`src/hdl/sdeg_pkg.sv`:
```
// shared constants, register codes and the structs passed between the front,
// the queue and the back of the second-difference gradient core; no dependencies
package sdeg_pkg;

    localparam int MAX_FRAMES_DEF  = 4096;
    localparam int QUEUE_DEPTH_DEF = 4;

    localparam int SAMPLE_W    = 32;
    localparam int COEF_W      = 32;
    localparam int FCOUNT_W    = 13;
    localparam int GRAD_W      = 48;
    localparam int IDX_W       = 12;
    localparam int CFG_IDX_W   = 2;
    localparam int FCOUNT_MIN  = 4;

    // five stencil taps, four stored samples
    localparam int TAPS        = 5;
    localparam int WIN_DEPTH   = 4;

    // coef*coef is 64 bits, a sum of three of them needs 66
    localparam int PROD_W      = 2 * COEF_W;
    localparam int WEIGHT_W    = PROD_W + 2;
    localparam int SPLIT_W     = 33;
    localparam int WHI_W       = WEIGHT_W - SPLIT_W;
    localparam int PLO_W       = SPLIT_W + 1 + SAMPLE_W;
    localparam int PHI_W       = WHI_W + SAMPLE_W;
    // exact sum of five weighted taps fits in 99 bits
    localparam int ACC_W       = 100;
    // q48.48 down to q32.16
    localparam int ROUND_SHIFT = 32;

    typedef enum logic [CFG_IDX_W-1:0] {
        CFG_COEF_A      = 2'd0,
        CFG_COEF_B      = 2'd1,
        CFG_COEF_C      = 2'd2,
        CFG_FRAME_COUNT = 2'd3
    } t_cfg_idx;

    typedef struct packed {
        logic signed [COEF_W-1:0] a;
        logic signed [COEF_W-1:0] b;
        logic signed [COEF_W-1:0] c;
    } t_coef;

    // one classified sample that yields one or three gradients
    typedef struct packed {
        logic [TAPS-1:0][SAMPLE_W-1:0] samples;   // [0] oldest .. [4] newest
        logic                          flush;
        logic                          ge3;
        logic                          ge4;
        logic [IDX_W-1:0]              idx;       // low bits of the sample index
    } t_qent;

    typedef struct packed {
        logic [IDX_W-1:0] frame_index;
        logic             row_last;
    } t_tag;

    // one gradient: taps [0] two frames back .. [4] two frames ahead
    typedef struct packed {
        logic [TAPS-1:0][SAMPLE_W-1:0] taps;
        logic                          has_c;
        logic                          has_b;
        logic                          has_a;
        t_tag                          tag;
    } t_job;

endpackage

```
`src/hdl/sdeg_queue.sv`:
```
// short first-in first-out queue of classified samples between front and
// back; uses sdeg_pkg for the entry type
module sdeg_queue #(
    parameter int DEPTH = sdeg_pkg::QUEUE_DEPTH_DEF
) (
    input  logic            i_clk,
    input  logic            i_rst_n,
    input  logic            i_push,
    input  sdeg_pkg::t_qent i_entry,
    input  logic            i_pop,
    output sdeg_pkg::t_qent o_head,
    output logic            o_head_valid,
    output logic            o_full
);

    localparam int PW = $clog2(DEPTH);
    localparam int CW = $clog2(DEPTH + 1);

    sdeg_pkg::t_qent r_mem [DEPTH];
    logic [PW-1:0]   r_wr;
    logic [PW-1:0]   r_rd;
    logic [CW-1:0]   r_count;

    logic do_push;
    logic do_pop;

    assign o_head       = r_mem[r_rd];
    assign o_head_valid = r_count != '0;
    assign o_full       = r_count == CW'(DEPTH);
    assign do_push      = i_push && !o_full;
    assign do_pop       = i_pop && o_head_valid;

    always_ff @(posedge i_clk) begin
        if (!i_rst_n) begin
            r_wr    <= '0;
            r_rd    <= '0;
            r_count <= '0;
        end else begin
            if (do_push) begin
                r_wr <= (r_wr == PW'(DEPTH - 1)) ? '0 : r_wr + PW'(1);
            end
            if (do_pop) begin
                r_rd <= (r_rd == PW'(DEPTH - 1)) ? '0 : r_rd + PW'(1);
            end
            if (do_push && !do_pop) begin
                r_count <= r_count + CW'(1);
            end else if (do_pop && !do_push) begin
                r_count <= r_count - CW'(1);
            end
        end
    end

    always_ff @(posedge i_clk) begin
        if (do_push) begin
            r_mem[r_wr] <= i_entry;
        end
    end

endmodule

```
`config.mk`:
```
export PLATFORM = sky130hd
export DESIGN_NAME = sdeg_queue
export DESIGN_NICKNAME = d
export VERILOG_FILES = /design/src/hdl/sdeg_pkg.sv /design/src/hdl/sdeg_queue.sv
export SDC_FILE = /design/constraint.sdc
export NUM_CORES = 1
export LEC_CHECK = 0
export ABC_AREA = 1
export BUFFER_PORTS_ARGS = -buffer_cell sky130_fd_sc_hd__buf_2
export CAP_MARGIN = 15
export CORE_UTILIZATION = 36
export CTS_BUF_LIST = sky130_fd_sc_hd__clkbuf_8
export DETAILED_ROUTE_END_ITERATION = 16
export GPL_ROUTABILITY_DRIVEN = 0
export GPL_TIMING_DRIVEN = 0
export RECOVER_POWER = 50
export SETUP_SLACK_MARGIN = 0.02
export SLEW_MARGIN = 10
export SYNTH_ARGS = -nofsm -noshare
export SYNTH_HDL_FRONTEND = slang
export SYNTH_SLANG_ARGS = --single-unit
export TNS_END_PERCENT = 5
```
`constraint.sdc`:
```
create_clock -name i_clk -period 25.4 [get_ports i_clk]
set_clock_uncertainty 0.05 [all_clocks]
set_input_delay 2.54 -clock i_clk [delete_from_list [all_inputs] [get_ports i_clk]]
set_output_delay 2.54 -clock i_clk [all_outputs]
set_load 0.01 [all_outputs]
```
# --- Yosys cells after proc, flatten, opt, wreduce, memory -nomap -nowiden ---
# Memories as Yosys holds them, arrays and structs flattened. A register that Yosys moved wholly into a read port is not among the register bits.
# Cells that the tools add are included.
word_totals:
  ff_bits: 7
  mem_bits_rw: 700
  inputBits: 179
  out_inout_bits: 177
  word_cells: 28
  mem_count: 1
op_classes:
  add_sub_neg: 4
  n_eq_ne: 3
  n_mux: 8
  reduce_logical: 9
mem_list:
  columns: ["name", "depth", "word_bits", "read_ports", "rd_clocked_by_memory_dff", "write_ports", "line_no", "source"]
  rows:
  - ["r_mem", 4, 175, 1, 1, 1, "sdeg_queue.sv:19", "sdeg_pkg::t_qent r_mem [DEPTH];"]
op_table:
  columns: ["op", "count"]
  rows:
  - ["two-way mux 2 bit", 4]
  - ["two-way mux 3 bit", 2]
  - ["adder 2 x 1 -> 2 bit (second input constant)", 2]
  - ["equality test 2 bit (second input constant)", 2]
  - ["logical AND 1 bit", 4]
  - ["adder 3 x 1 -> 3 bit (second input constant)", 1]
  - ["equality test 3 bit (second input constant)", 1]
  - ["zero test 1 bit", 3]
  - ["nonzero test 3 bit", 1]
  - ["subtractor 3 x 1 -> 3 bit (second input constant)", 1]
  - ["two-way mux 1 bit", 2]
  - ["nonzero test 2 bit", 1]

# --- Depth between registers and ports, before layout ---
logic_depth:
  depth_word: 7
  mapped_depth: 13
  mapped_depth_nobuf: 13

# --- Least setup slack after synthesis ---
# Ideal clock, no wire load.
synth_path:
  path_kind: "input port to flip-flop"
  from: "input i_push"
  to: "memory r_mem[0][0] (netlist name), enable pin"
  setup_time_ns: 0.713
  arrival_ns: 9.941
  t_required_ns: 24.637
  setup_slack_ns: 14.696
  stages: 2
  n_path_buf: 0
  cell_sequence: "nand2_1 nor2_1"
synth_via:
  elab_chain_len: 3
synth_rtl:
  columns: ["element", "line_no", "source"]
  rows:
  - ["start: declaration", "sdeg_queue.sv:8", "input logic i_push,"]
  - ["logical AND 1 bit", "sdeg_queue.sv:30", "assign do_push = i_push && !o_full;"]
  - ["two-way mux 1 bit", "sdeg_queue.sv:54", "if (do_push) begin"]
  - ["two-way mux 1 bit (implied by the code)", "sdeg_queue.sv:55", "r_mem[r_wr] <= i_entry;"]
  - ["end: declaration", "sdeg_queue.sv:19", null]
# No other way between the ends.

# --- Worst setup path in the final report ---
layout_path:
  from: "input i_push"
  to: "memory r_mem[1][59] (netlist name), enable pin"
# Same word-level chain as after synthesis.

==> results.sh <==
export IMPL_post_cts_buffers=0
export IMPL_finalPower_mw=3.37
export IMPL_initial_core_util_pct=36.3
export IMPL_clk_path_buf_depth=3
export IMPL_cp_end_kind="register"
export IMPL_clk_insertion_delay_late_ns=0.70
export IMPL_power_density_nw_per_um2=105
export IMPL_cp_data_required_time_ns=25.73
export IMPL_report_final_setup_viol=0
export IMPL_grt_total_usage_pct=18.8
export IMPL_vdd_drop_max_v=0.0000597
export IMPL_outcome="complete, but fails checks"
export IMPL_final_antenna_net_count=0
export IMPL_clock_sinks=709
export IMPL_die_w_um=273
export IMPL_report_final_slew_viol_count=59
export IMPL_whs_path_depth=2
export IMPL_hold_start="r_count[0]"
export IMPL_num_io_pins=356
export IMPL_num_rows=99
export IMPL_ctsResizeCount=0
export IMPL_period_needed_ns=5.30
export IMPL_die_h_um=273
export IMPL_final_common_cell="edfxtp_1"
export IMPL_avgSynthCellArea_um2=15.0
export IMPL_worstSetupPathType="primary input to register"
export IMPL_syn_instance_count=1763
export IMPL_worst_hold_path_endpoint="r_count[0]"
export IMPL_reg2reg_depth=9
export IMPL_yosys_area_top_type="edfxtp_1"
export IMPL_hold_violations=0
export IMPL_drv_cap=3
export IMPL_violations="max-capacitance violations, max-slew violations"
export IMPL_path_max_fanout=23
export IMPL_r2r_slack_ns=21.48
export IMPL_reg2reg_from="r_count[1]"
export IMPL_yosys_warnings=0
export IMPL_port_buffers=355
export IMPL_core_um2=72800
export IMPL_syn_nets=1949
export IMPL_wl_per_cell_um=21.5
export IMPL_slew_headroom_pct=-58.9
export IMPL_ys_ff_latch=709
export IMPL_vias_per_cell=5.09
export IMPL_grt_start_max_net_pins=25
export IMPL_drt_initial_drc_count=1071
export IMPL_numCtsBuffers=113
export IMPL_fmaxAchievable_mhz=189
export IMPL_syn_cell_area_um2=26400
export IMPL_grt_pass1_wl_um=105000
export IMPL_grt_pass1_vias=17104
export IMPL_finalCritPeriodShare_pct=20.9
export IMPL_rsz0062_at_grt="no"
export IMPL_dpl_hpwl_um=46000
export IMPL_cp_data_arrival_time_ns=5.63
export IMPL_tns_ns=0
export IMPL_clkTransAtPathRegs_ns=0.06
export IMPL_holdBufCountCts=0
export IMPL_final_cell_mix="edfxtp_1 (700), nor2_1 (367), o21ai_0 (237), clkbuf_1 (232), buf_2 (192)"
export IMPL_yosys_top_cells_area="edfxtp_1 (79%), nor2_1 (5.2%), o21ai_0 (4.5%), o22ai_1 (4.1%), o21ai_1 (2.2%)"
export IMPL_cts_tree="built"
export IMPL_area_growth_pct=20.9
export IMPL_grt_overflow_total=0
export IMPL_root_buffer="clkbuf_8"
export IMPL_tightest_slew_ns=2.37
export IMPL_hp_class="register to register"
export IMPL_drive_gt1_share_pct=17.6
export IMPL_h_tree_depth=3
export IMPL_first_pass_iters=5
export IMPL_drc=0
export IMPL_synth_top_area_share_pct=79.5
export IMPL_ys_types=23
export IMPL_vias=16860
export IMPL_antenna_found_initial=12
export IMPL_drt_wl_total_um=71400
export IMPL_dieArea_um2=74500
export IMPL_leakage_nw=10.9
export IMPL_fill_cells=6560
export IMPL_finalNetCount=2451
export IMPL_r2r_end="r_mem[1][59]"
export IMPL_synth_seq_area_share_pct=80.2
export IMPL_crit_path_start_kind="primary input"
[Yosys cell counts, drive strengths merged]
cell and n:
edfxtp 700, dfxtp 9, buf 52, o22ai 175, o21ai 352, fa 1
nor2 367, inv 18, nand4 1, a21oi 2, nand3 1, nand2 15
nand3b 1, ha 6, clkbuf 63
[layer usage]
metal	global-route usage [%]	vias to the layer above	share of wire [%]
met3	5.32	120	7.9
li1	-	7705	-
met1	24.0	8440	41
met5	0	-	0.17
met4	6.38	18	2.4
met2	30.7	577	49
[cell families (layout without fill, tap and decap cells)]
kind of cell | count (synthesis) | count (layout) | synth area share, %
flip-flops | 709 | 709 | 80.2
adder cells (fa/ha/maj) | 7 | 7 | 0.360
other | 0 | 3 | 0
buffers and inverters | 133 | 723 | 3.14
AO/OA/AOI/OAI | 529 | 529 | 10.8
AND/OR/NAND/NOR | 385 | 385 | 5.49
[flip-flops by register name, indices dropped and copies added, names as in the netlist, named ones only]
register,count
r_wr,2
r_count,3
r_mem,700
r_rd,2
[stage by stage]
stage          hold slack, ns  instances  utilization [%]  area, um2  setup slack (ns)
5_1_grt                 0.513       3313             43.9      32000             19.93
6_report                0.474       3315             43.9      32000             20.10
3_3_place_gp            0.440       3077             40.4      29400              7.79
2_1_floorplan           0.430       1763                -      26400             14.70
4_1_cts                 0.475       3312             44.3      32300             19.96
3_5_place_dp            0.464       3109             41.4      30100             20.41
[report_power, final]
group / switching [mW] / total, mW / internal [mW] / leakage, nW
Clock: 0.437 / 0.922 / 0.484 / 1.24
Sequential: 0.0275 / 1.45 / 1.42 / 6.49
Combinational: 0.668 / 0.994 / 0.325 / 3.18
Total: 1.13 / 3.37 / 2.23 / 10.9
[final cells by class]
class	instances	area [um2]	area share, %
antenna	3	7.51	0.0235
buffer	115	754	2.36
clock buffer	116	1600	4.99
clock inverter	87	539	1.69
inverter	18	75.1	0.235
multi-input combinational	921	4410	13.8
sequential	709	21200	66.3
tap	959	1200	3.75
timing repair buffer	387	2180	6.81
[worst max-delay path, stage by stage]
cell,delay (ns)
clkbuf_1,0.12
nand2_1,0.17
nor2_1,0.76
clkbuf_1,1.03
buf_12,0.30
buf_12,0.22
buf_12,0.21
buf_12,0.20
[how the worst max path moves through the flow]
stage,from,to,slack (ns)
2_1_floorplan,i_push,r_mem[0][0],14.70
3_3_place_gp,i_push,r_mem[0][86],7.79
3_5_place_dp,i_push,r_mem[3][88],20.41
4_1_cts,register,o_head[69],19.96
5_1_grt,i_push,r_mem[1][59],19.93
6_report,i_push,r_mem[1][59],20.10
No activity file was read; power rests on OpenSTA's default activity.
