<file path="src/hdl/sdeg_pkg.sv">
// shared constants, register codes and the structs passed between the front,
// the queue and the back of the second-difference gradient core; no dependencies
package sdeg_pkg;

    localparam int MAX_FRAMES_DEF  = 4096;
    localparam int QUEUE_DEPTH_DEF = 4;

    localparam int SAMPLE_W    = 32;
    localparam int COEF_W      = 32;
    localparam int FCOUNT_W    = 13;
    localparam int GRAD_W      = 48;
    localparam int IDX_W       = 12;
    localparam int CFG_IDX_W   = 2;
    localparam int FCOUNT_MIN  = 4;

    // five stencil taps, four stored samples
    localparam int TAPS        = 5;
    localparam int WIN_DEPTH   = 4;

    // coef*coef is 64 bits, a sum of three of them needs 66
    localparam int PROD_W      = 2 * COEF_W;
    localparam int WEIGHT_W    = PROD_W + 2;
    localparam int SPLIT_W     = 33;
    localparam int WHI_W       = WEIGHT_W - SPLIT_W;
    localparam int PLO_W       = SPLIT_W + 1 + SAMPLE_W;
    localparam int PHI_W       = WHI_W + SAMPLE_W;
    // exact sum of five weighted taps fits in 99 bits
    localparam int ACC_W       = 100;
    // q48.48 down to q32.16
    localparam int ROUND_SHIFT = 32;

    typedef enum logic [CFG_IDX_W-1:0] {
        CFG_COEF_A      = 2'd0,
        CFG_COEF_B      = 2'd1,
        CFG_COEF_C      = 2'd2,
        CFG_FRAME_COUNT = 2'd3
    } t_cfg_idx;

    typedef struct packed {
        logic signed [COEF_W-1:0] a;
        logic signed [COEF_W-1:0] b;
        logic signed [COEF_W-1:0] c;
    } t_coef;

    // one classified sample that yields one or three gradients
    typedef struct packed {
        logic [TAPS-1:0][SAMPLE_W-1:0] samples;   // [0] oldest .. [4] newest
        logic                          flush;
        logic                          ge3;
        logic                          ge4;
        logic [IDX_W-1:0]              idx;       // low bits of the sample index
    } t_qent;

    typedef struct packed {
        logic [IDX_W-1:0] frame_index;
        logic             row_last;
    } t_tag;

    // one gradient: taps [0] two frames back .. [4] two frames ahead
    typedef struct packed {
        logic [TAPS-1:0][SAMPLE_W-1:0] taps;
        logic                          has_c;
        logic                          has_b;
        logic                          has_a;
        t_tag                          tag;
    } t_job;

endpackage

</file>
<file path="src/hdl/sdeg_front.sv">
// front end: takes sample requests, keeps the sample window and the frame
// counter, and classifies each sample into a queue entry; uses sdeg_pkg
module sdeg_front #(
    parameter int MAX_FRAMES = sdeg_pkg::MAX_FRAMES_DEF
) (
    input  logic                                i_clk,
    input  logic                                i_rst_n,
    input  logic                                i_valid,
    input  logic signed [sdeg_pkg::SAMPLE_W-1:0] i_sample_value,
    input  logic [sdeg_pkg::FCOUNT_W-1:0]       i_frame_count,
    input  logic                                i_full,
    output logic                                o_stall,
    output logic                                o_push,
    output sdeg_pkg::t_qent                     o_entry
);

    localparam int CNT_W = $clog2(MAX_FRAMES);
    localparam int CMP_W = ((CNT_W > sdeg_pkg::FCOUNT_W) ? CNT_W : sdeg_pkg::FCOUNT_W) + 1;
    localparam int IW    = (CNT_W > sdeg_pkg::IDX_W) ? CNT_W : sdeg_pkg::IDX_W;

    logic [CNT_W-1:0]                r_cnt;
    logic [sdeg_pkg::SAMPLE_W-1:0]   r_win [sdeg_pkg::WIN_DEPTH];

    logic             accept;
    logic             row_end;
    logic [CMP_W-1:0] n_wide;
    logic [CMP_W-1:0] fc;
    logic [CMP_W-1:0] t_eff;
    logic [IW-1:0]    n_idx;

    always_comb begin
        n_wide = CMP_W'(r_cnt);
        fc     = CMP_W'(i_frame_count);
        if (fc < CMP_W'(sdeg_pkg::FCOUNT_MIN)) begin
            t_eff = CMP_W'(sdeg_pkg::FCOUNT_MIN);
        end else if (fc > CMP_W'(MAX_FRAMES)) begin
            t_eff = CMP_W'(MAX_FRAMES);
        end else begin
            t_eff = fc;
        end
        // a lowered frame count ends the row early
        row_end = (n_wide + CMP_W'(1)) >= t_eff;
        accept  = i_valid && !i_full;
        o_push  = accept && (row_end || (n_wide >= CMP_W'(2)));
        n_idx   = IW'(r_cnt);

        o_entry.samples[0] = r_win[3];
        o_entry.samples[1] = r_win[2];
        o_entry.samples[2] = r_win[1];
        o_entry.samples[3] = r_win[0];
        o_entry.samples[4] = i_sample_value;
        o_entry.flush      = row_end;
        o_entry.ge3        = n_wide >= CMP_W'(3);
        o_entry.ge4        = n_wide >= CMP_W'(4);
        o_entry.idx        = n_idx[sdeg_pkg::IDX_W-1:0];
    end

    assign o_stall = i_full;

    always_ff @(posedge i_clk) begin
        if (!i_rst_n) begin
            r_cnt <= '0;
            for (int i = 0; i < sdeg_pkg::WIN_DEPTH; i++) begin
                r_win[i] <= '0;
            end
        end else if (accept) begin
            if (row_end) begin
                r_cnt <= '0;
                for (int i = 0; i < sdeg_pkg::WIN_DEPTH; i++) begin
                    r_win[i] <= '0;
                end
            end else begin
                r_cnt    <= r_cnt + CNT_W'(1);
                r_win[0] <= i_sample_value;
                for (int i = 1; i < sdeg_pkg::WIN_DEPTH; i++) begin
                    r_win[i] <= r_win[i-1];
                end
            end
        end
    end

endmodule

</file>
<file path="config.mk">
export PLATFORM = sky130hd
export DESIGN_NAME = sdeg_front
export DESIGN_NICKNAME = d
export VERILOG_FILES = /design/src/hdl/sdeg_pkg.sv /design/src/hdl/sdeg_front.sv
export SDC_FILE = /design/constraint.sdc
export NUM_CORES = 1
export LEC_CHECK = 0
export ABC_CLOCK_PERIOD_IN_PS = 9880
export BUFFER_PORTS_ARGS = -buffer_cell sky130_fd_sc_hd__buf_2
export CELL_PAD_IN_SITES_DETAIL_PLACEMENT = 2
export CELL_PAD_IN_SITES_GLOBAL_PLACEMENT = 2
export CORE_ASPECT_RATIO = 1.5
export CORE_UTILIZATION = 34
export CTS_CLUSTER_DIAMETER = 50
export DETAILED_ROUTE_END_ITERATION = 10
export GPL_TIMING_DRIVEN = 0
export PLACE_DENSITY = 0.95
export SLEW_MARGIN = 20
export SYNTH_ARGS = -nofsm -noshare
export SYNTH_HDL_FRONTEND = slang
export SYNTH_SLANG_ARGS = --single-unit
</file>
<file path="constraint.sdc">
create_clock -name i_clk -period 9.88 [get_ports i_clk]
set_input_delay 1.976 -clock i_clk [delete_from_list [all_inputs] [get_ports i_clk]]
set_output_delay 1.976 -clock i_clk [all_outputs]
set_load 0.02 [all_outputs]
</file>
**Yosys cells after proc, flatten, opt, wreduce, memory -nomap -nowiden**

Memory sizes are Yosys's and may differ from the RTL's.
Cells that the tools add are included.

- Multiplexer cells: 20
- $lt $le $gt $ge: 6
- Reduce and logical (&&, ||, !) cells: 4
- Bitwise logic cells: 8
- Add/sub/neg operators: 2

Operator list:

| operator | number |
|---|---|
| $mux W32 | 8 |
| $mux W13 | 2 |
| $ge A12 B2 Y1 const B | 2 |
| $ge A13 B14 Y1 | 1 |
| $add A12 B1 Y13 const B | 1 |
| $gt A13 B13 Y1 const B | 1 |
| $lt A13 B3 Y1 const B | 1 |
| $add A12 B1 Y12 const B | 1 |
| $ge A12 B3 Y1 const B | 1 |
| $mux W12 | 1 |
| $mux W1 | 9 |
| $or A1 B1 Y1 | 8 |
| $logic_and A1 B1 Y1 | 2 |
| $logic_not A1 Y1 | 1 |
| $logic_or A1 B1 Y1 | 1 |

- Register bits: 12
- Bits in writable memories: 128
- Output and inout port bits: 177
- Memories: 1
- Word-level logic and storage cells: 42
- Bits of input ports: 49

Memories:

| memory | words | bits a word | rd ports | clocked after memory_dff | write ports | RTL line | text |
|---|---|---|---|---|---|---|---|
| r_win | 4 | 32 | 4 | 0 | 4 | sdeg_front.sv:22 | `logic [sdeg_pkg::SAMPLE_W-1:0] r_win [sdeg_pkg::WIN_DEPTH];` |

**Longest topological paths before layout**

- Depth in word-level cells: 10
- Gate-level depth with buffers: 14
- Gate-level depth less buffers: 12

**Least setup slack after synthesis**

No wires, ideal clock.

- Kind: input -> output
- Start point: input port i_frame_count[5] (netlist bit)
- End point: output port o_push
- Data arrival time: 4.103 ns
- Buffers on the path: 0
- Setup slack: 3.801 ns
- Data required time: 7.904 ns
- Stages on the path: 10
- Path through: nor4_1 -> nand3_1 -> o31ai_1 -> nand2_1 -> ha_1 -> nand4_1 -> o221a_2 -> o21ai_0 -> nor4_1 -> nor2_1

- Word-level cells in the longest chain between the ends: 6
- Elaborated cells between the ends (all ways): 7
- Those cells by class: order compare (3); mux (2); reduce/logical (2)

RTL lines:

| what | RTL line | text |
|---|---|---|
| start, declared | sdeg_front.sv:10 | `input logic [sdeg_pkg::FCOUNT_W-1:0] i_frame_count,` |
| $gt A13 B13 Y1 | sdeg_front.sv:36 | `end else if (fc > CMP_W'(MAX_FRAMES)) begin` |
| $mux W13 | sdeg_front.sv:36 |  |
| $mux W13 (*) | sdeg_front.sv:34 | `if (fc < CMP_W'(sdeg_pkg::FCOUNT_MIN)) begin` |
| $ge A13 B14 Y1 (*) | sdeg_front.sv:42 | `row_end = (n_wide + CMP_W'(1)) >= t_eff;` |
| net row_end | sdeg_front.sv:25 | `logic row_end;` |
| $logic_or A1 B1 Y1 (*) | sdeg_front.sv:44 | `o_push = accept && (row_end \|\| (n_wide >= CMP_W'(2)));` |
| $logic_and A1 B1 Y1 (*) | sdeg_front.sv:44 |  |
| end, declared | sdeg_front.sv:13 | `output logic o_push,` |

The timed path passes the listed nets; every way through them passes the cells marked *.

**Worst setup path in the final report**

- Start point: input port i_frame_count[9] (netlist bit)
- End point: output port o_push

The elaborated chain is that of the path after synthesis.

==> flow_summary_export.csv <==
group,metric,value,unit
outcome,outcome,"finished clean",
sta,slew_viol_final,0,
global_routing,grt_max_degree,56,
clocking,holdBufCountCts,0,
logic_synthesis,synth_area,0.00589,mm^2
logic_synthesis,yosysTopAreaCellShare,49.0,%
sta,finClkSkew,0.0135,ns
global_routing,grt_pass1_wl,27400,um
setup_path,cp-startpoint,"i_frame_count[9]",
logic_synthesis,ys_seq_area_share,63.9,%
place,dp_hpwl,13900,um
setup_path,crit_chain,"buf_2 -> nor4_1 -> nand3_1 -> o31ai_1 -> nand2_1 -> ha_1 -> a21oi_1 -> nor3_1 -> a2111oi_4 -> o21ai_0 -> nor4_1 -> nor2_1 -> buf_2",
sta,worst_pin_slew,0.806,ns
logic_synthesis,yosys-top-cells-count,"98 x and2_1, 96 x edfxtp_1, 44 x dfxtp_1, 41 x a22o_1, 35 x buf_4",
sta,min_period,6.87,ns
sta,fmax,145,MHz
sta,setup_viol_count_final,0,
clocking,cts_resized,0,
drt,drtAntennaViolNets,0,
logic_synthesis,syn_avg_cell_area,13.5,um^2
setup_path,rr_startpoint,"n_idx[1]",
place,port_buffers,225,
clocking,cts_setup_buffers,0,
clocking,clockRootBuffer,"clkbuf_16",
clocking,cts_tree,"done",
setup_path,crit_fanout,4,
clocking,cts_buffers,17,
run,maxCapViolCount,0,
final_layout,drive_above_1_share,44.9,%
global_routing,grt_usage,20.9,%
setup_path,cp.required,7.90,ns
drt,drtIter0Drc,116,
setup_path,crit_slowest_cell,"o31ai_1",
final_layout,fin_nets,746,
sta,fin_crit_sh,69.6,%
clocking,clkLatencyLatePin,0.42,ns
power_and_ir_drop,p_leak,3.72,nW
global_routing,antenna_found_initial,0,
worst_hold_path,hold_start,"r_win[1][9]",
global_routing,grt_pass1_vias,5005,
clocking,cts_sinks,140,
setup_path,end_kind,"output port",
global_routing,grt-ovfl-total,0,
place,place_congestion,0.797,
logic_synthesis,yosysWarnings,0,
logic_synthesis,postSynth.asyncResetShare,0,%
final_layout,final_cells,905,
die,dieArea,0.0179,mm^2
die,die_w,109,um
sta,timing_hold_violations_final,0,
drt,firstDrtPassIters,6,
drt,detail_route.wl_per_cell,19.6,um
die,io_pins,226,
drt,drc_errors,0,
setup_path,startpoint_type,"input port",
logic_synthesis,ys_ff_latch,140,
clocking,clockBufferDepth,2,
final_layout,syn_to_final_growth,33.4,%
drt,drt_wl_total,17700,um
die,die_y,163,um
logic_synthesis,synthTopCellsByArea,"edfxtp_1 49%, dfxtp_1 15%, and2_1 10%",
setup_path,slowest_delay,0.46,ns
sta,relSlewSlack,46.2,%
logic_synthesis,synthesis.nets,501,
setup_path,crit_type,"input port to output port",
clocking,htree_num_levels,4,
setup_path,worst_ep_arrival_time,4.90,ns
place,dpl.cell_count,873,
drt,vias_per_cell,4.83,
die,core_area,0.0168,mm^2
logic_synthesis,synthDistinctLibCells,31,
drt,routed-via-count,4367,
logic_synthesis,ys.flop_type,"edfxtp_1",
die,initial_core_util,35.0,%
worst_hold_path,hold_path.class,"flop to flop",
logic_synthesis,synth-edff-count,96,
power_and_ir_drop,max-vdd-ir-drop,0.0923,mV
sta,rsz0062_at_grt,"no",
clocking,clk_pin_slew,0.07,ns
logic_synthesis,synth_area_leader_cell,"edfxtp_1",
sta,final.setup.tns,0,ns
logic_synthesis,yosysMostFrequentCell,"and2_1",
die,rows,58,
power_and_ir_drop,power.density,181,mW/mm^2
final_layout,diodes,0,
logic_synthesis,synthCells,437,
-- flip-flops by register name, summed over array words and instances, names as in the netlist --
name,cells
r_win,128
n_idx,12
-- area by class of cell --
| type | instances | area [um^2] |
|---|---|---|
| buffer | 55 | 437 |
| timing repair buffer | 226 | 1150 |
| clock buffer | 20 | 458 |
| sequential | 140 | 3760 |
| tap | 210 | 263 |
| fill | 1746 | 8980 |
| multi-input combinational | 237 | 1670 |
| clock inverter | 12 | 88.8 |
| inverter | 5 | 21.3 |
-- report_power, final --
group	switching, W	total, W	internal [W]
Sequential	0.0000157	0.000672	0.000656
Combinational	0.000105	0.000162	0.0000569
Clock	0.000253	0.000590	0.000338
Total	0.000373	0.00142	0.00105
-- worst paths after layout --
check                 endpoint  slack [ns]  cells past startpoint
setup / recovery        o_push        3.01                     13
hold / removal     r_win[2][9]        0.48                      1
setup reg to reg  r_win[1][17]        6.26                     14
hold reg to reg    r_win[2][9]        0.48                      1
-- routing by layer --
metal  wire [um]  track usage (%)
met1        6200             20.5
met2       10100             40.2
met3         984             5.79
met4         422             8.24
met5           0                0
-- logic make-up after synthesis --
logic type                 count (synthesis)  share of synthesized area (%)
AOI/OAI and AO/OA                         58                           8.52
xor gates and xnor gates                  10                           1.49
DFF                                      140                           63.9
adders and majority gates                 15                           3.19
buffers and inverters                     60                           7.74
and+or+nand+nor                          154                           15.1
-- critical path, delay by kind of cell --
| family | cells | cell delay, ns |
|---|---|---|
| AO/OA/AOI/OAI | 4 | 1.14 |
| buffers and inverters | 2 | 0.27 |
| AND/OR/NAND/NOR | 6 | 1.30 |
| adder cells (fa/ha/maj) | 1 | 0.21 |
-- cells in the final DEF, fill, tap and decap left out, drive strengths merged --
master / n
inv: 7
xor2: 3
nor2b: 1
a21oi: 5
clkbuf: 26
xnor2: 7
a22o: 41
buf: 275
dfxtp: 44
or2: 1
clkinv: 6
nor3: 1
nand2b: 3
nand3: 9
and2: 98
a2111oi: 1
and3: 5
clkinvlp: 4
edfxtp: 96
o21ai: 4
o221a: 1
nand4: 3
a21o: 3
nor2: 9
nor4: 6
nand2: 18
o31ai: 2
ha: 15
o211ai: 1
-- stage by stage --
stage / hold slack [ns] / setup slack (ns) / cell area (um^2) / util [%] / total power [W]
5_1_grt: 0.520 / 2.76 / 7850 / 46.6 / 0.00148
2_1_floorplan: 0.613 / 3.80 / 5890 / - / 0.000776
6_report: 0.480 / 3.01 / 7850 / 46.6 / 0.00142
3_5_place_dp: 0.472 / 2.97 / 7310 / 43.4 / 0.000849
4_1_cts: 0.481 / 2.96 / 7850 / 46.6 / 0.00144
3_3_place_gp: 0.464 / 3.18 / 7280 / 43.2 / 0.000838
(Power assumes the default switching activity.)
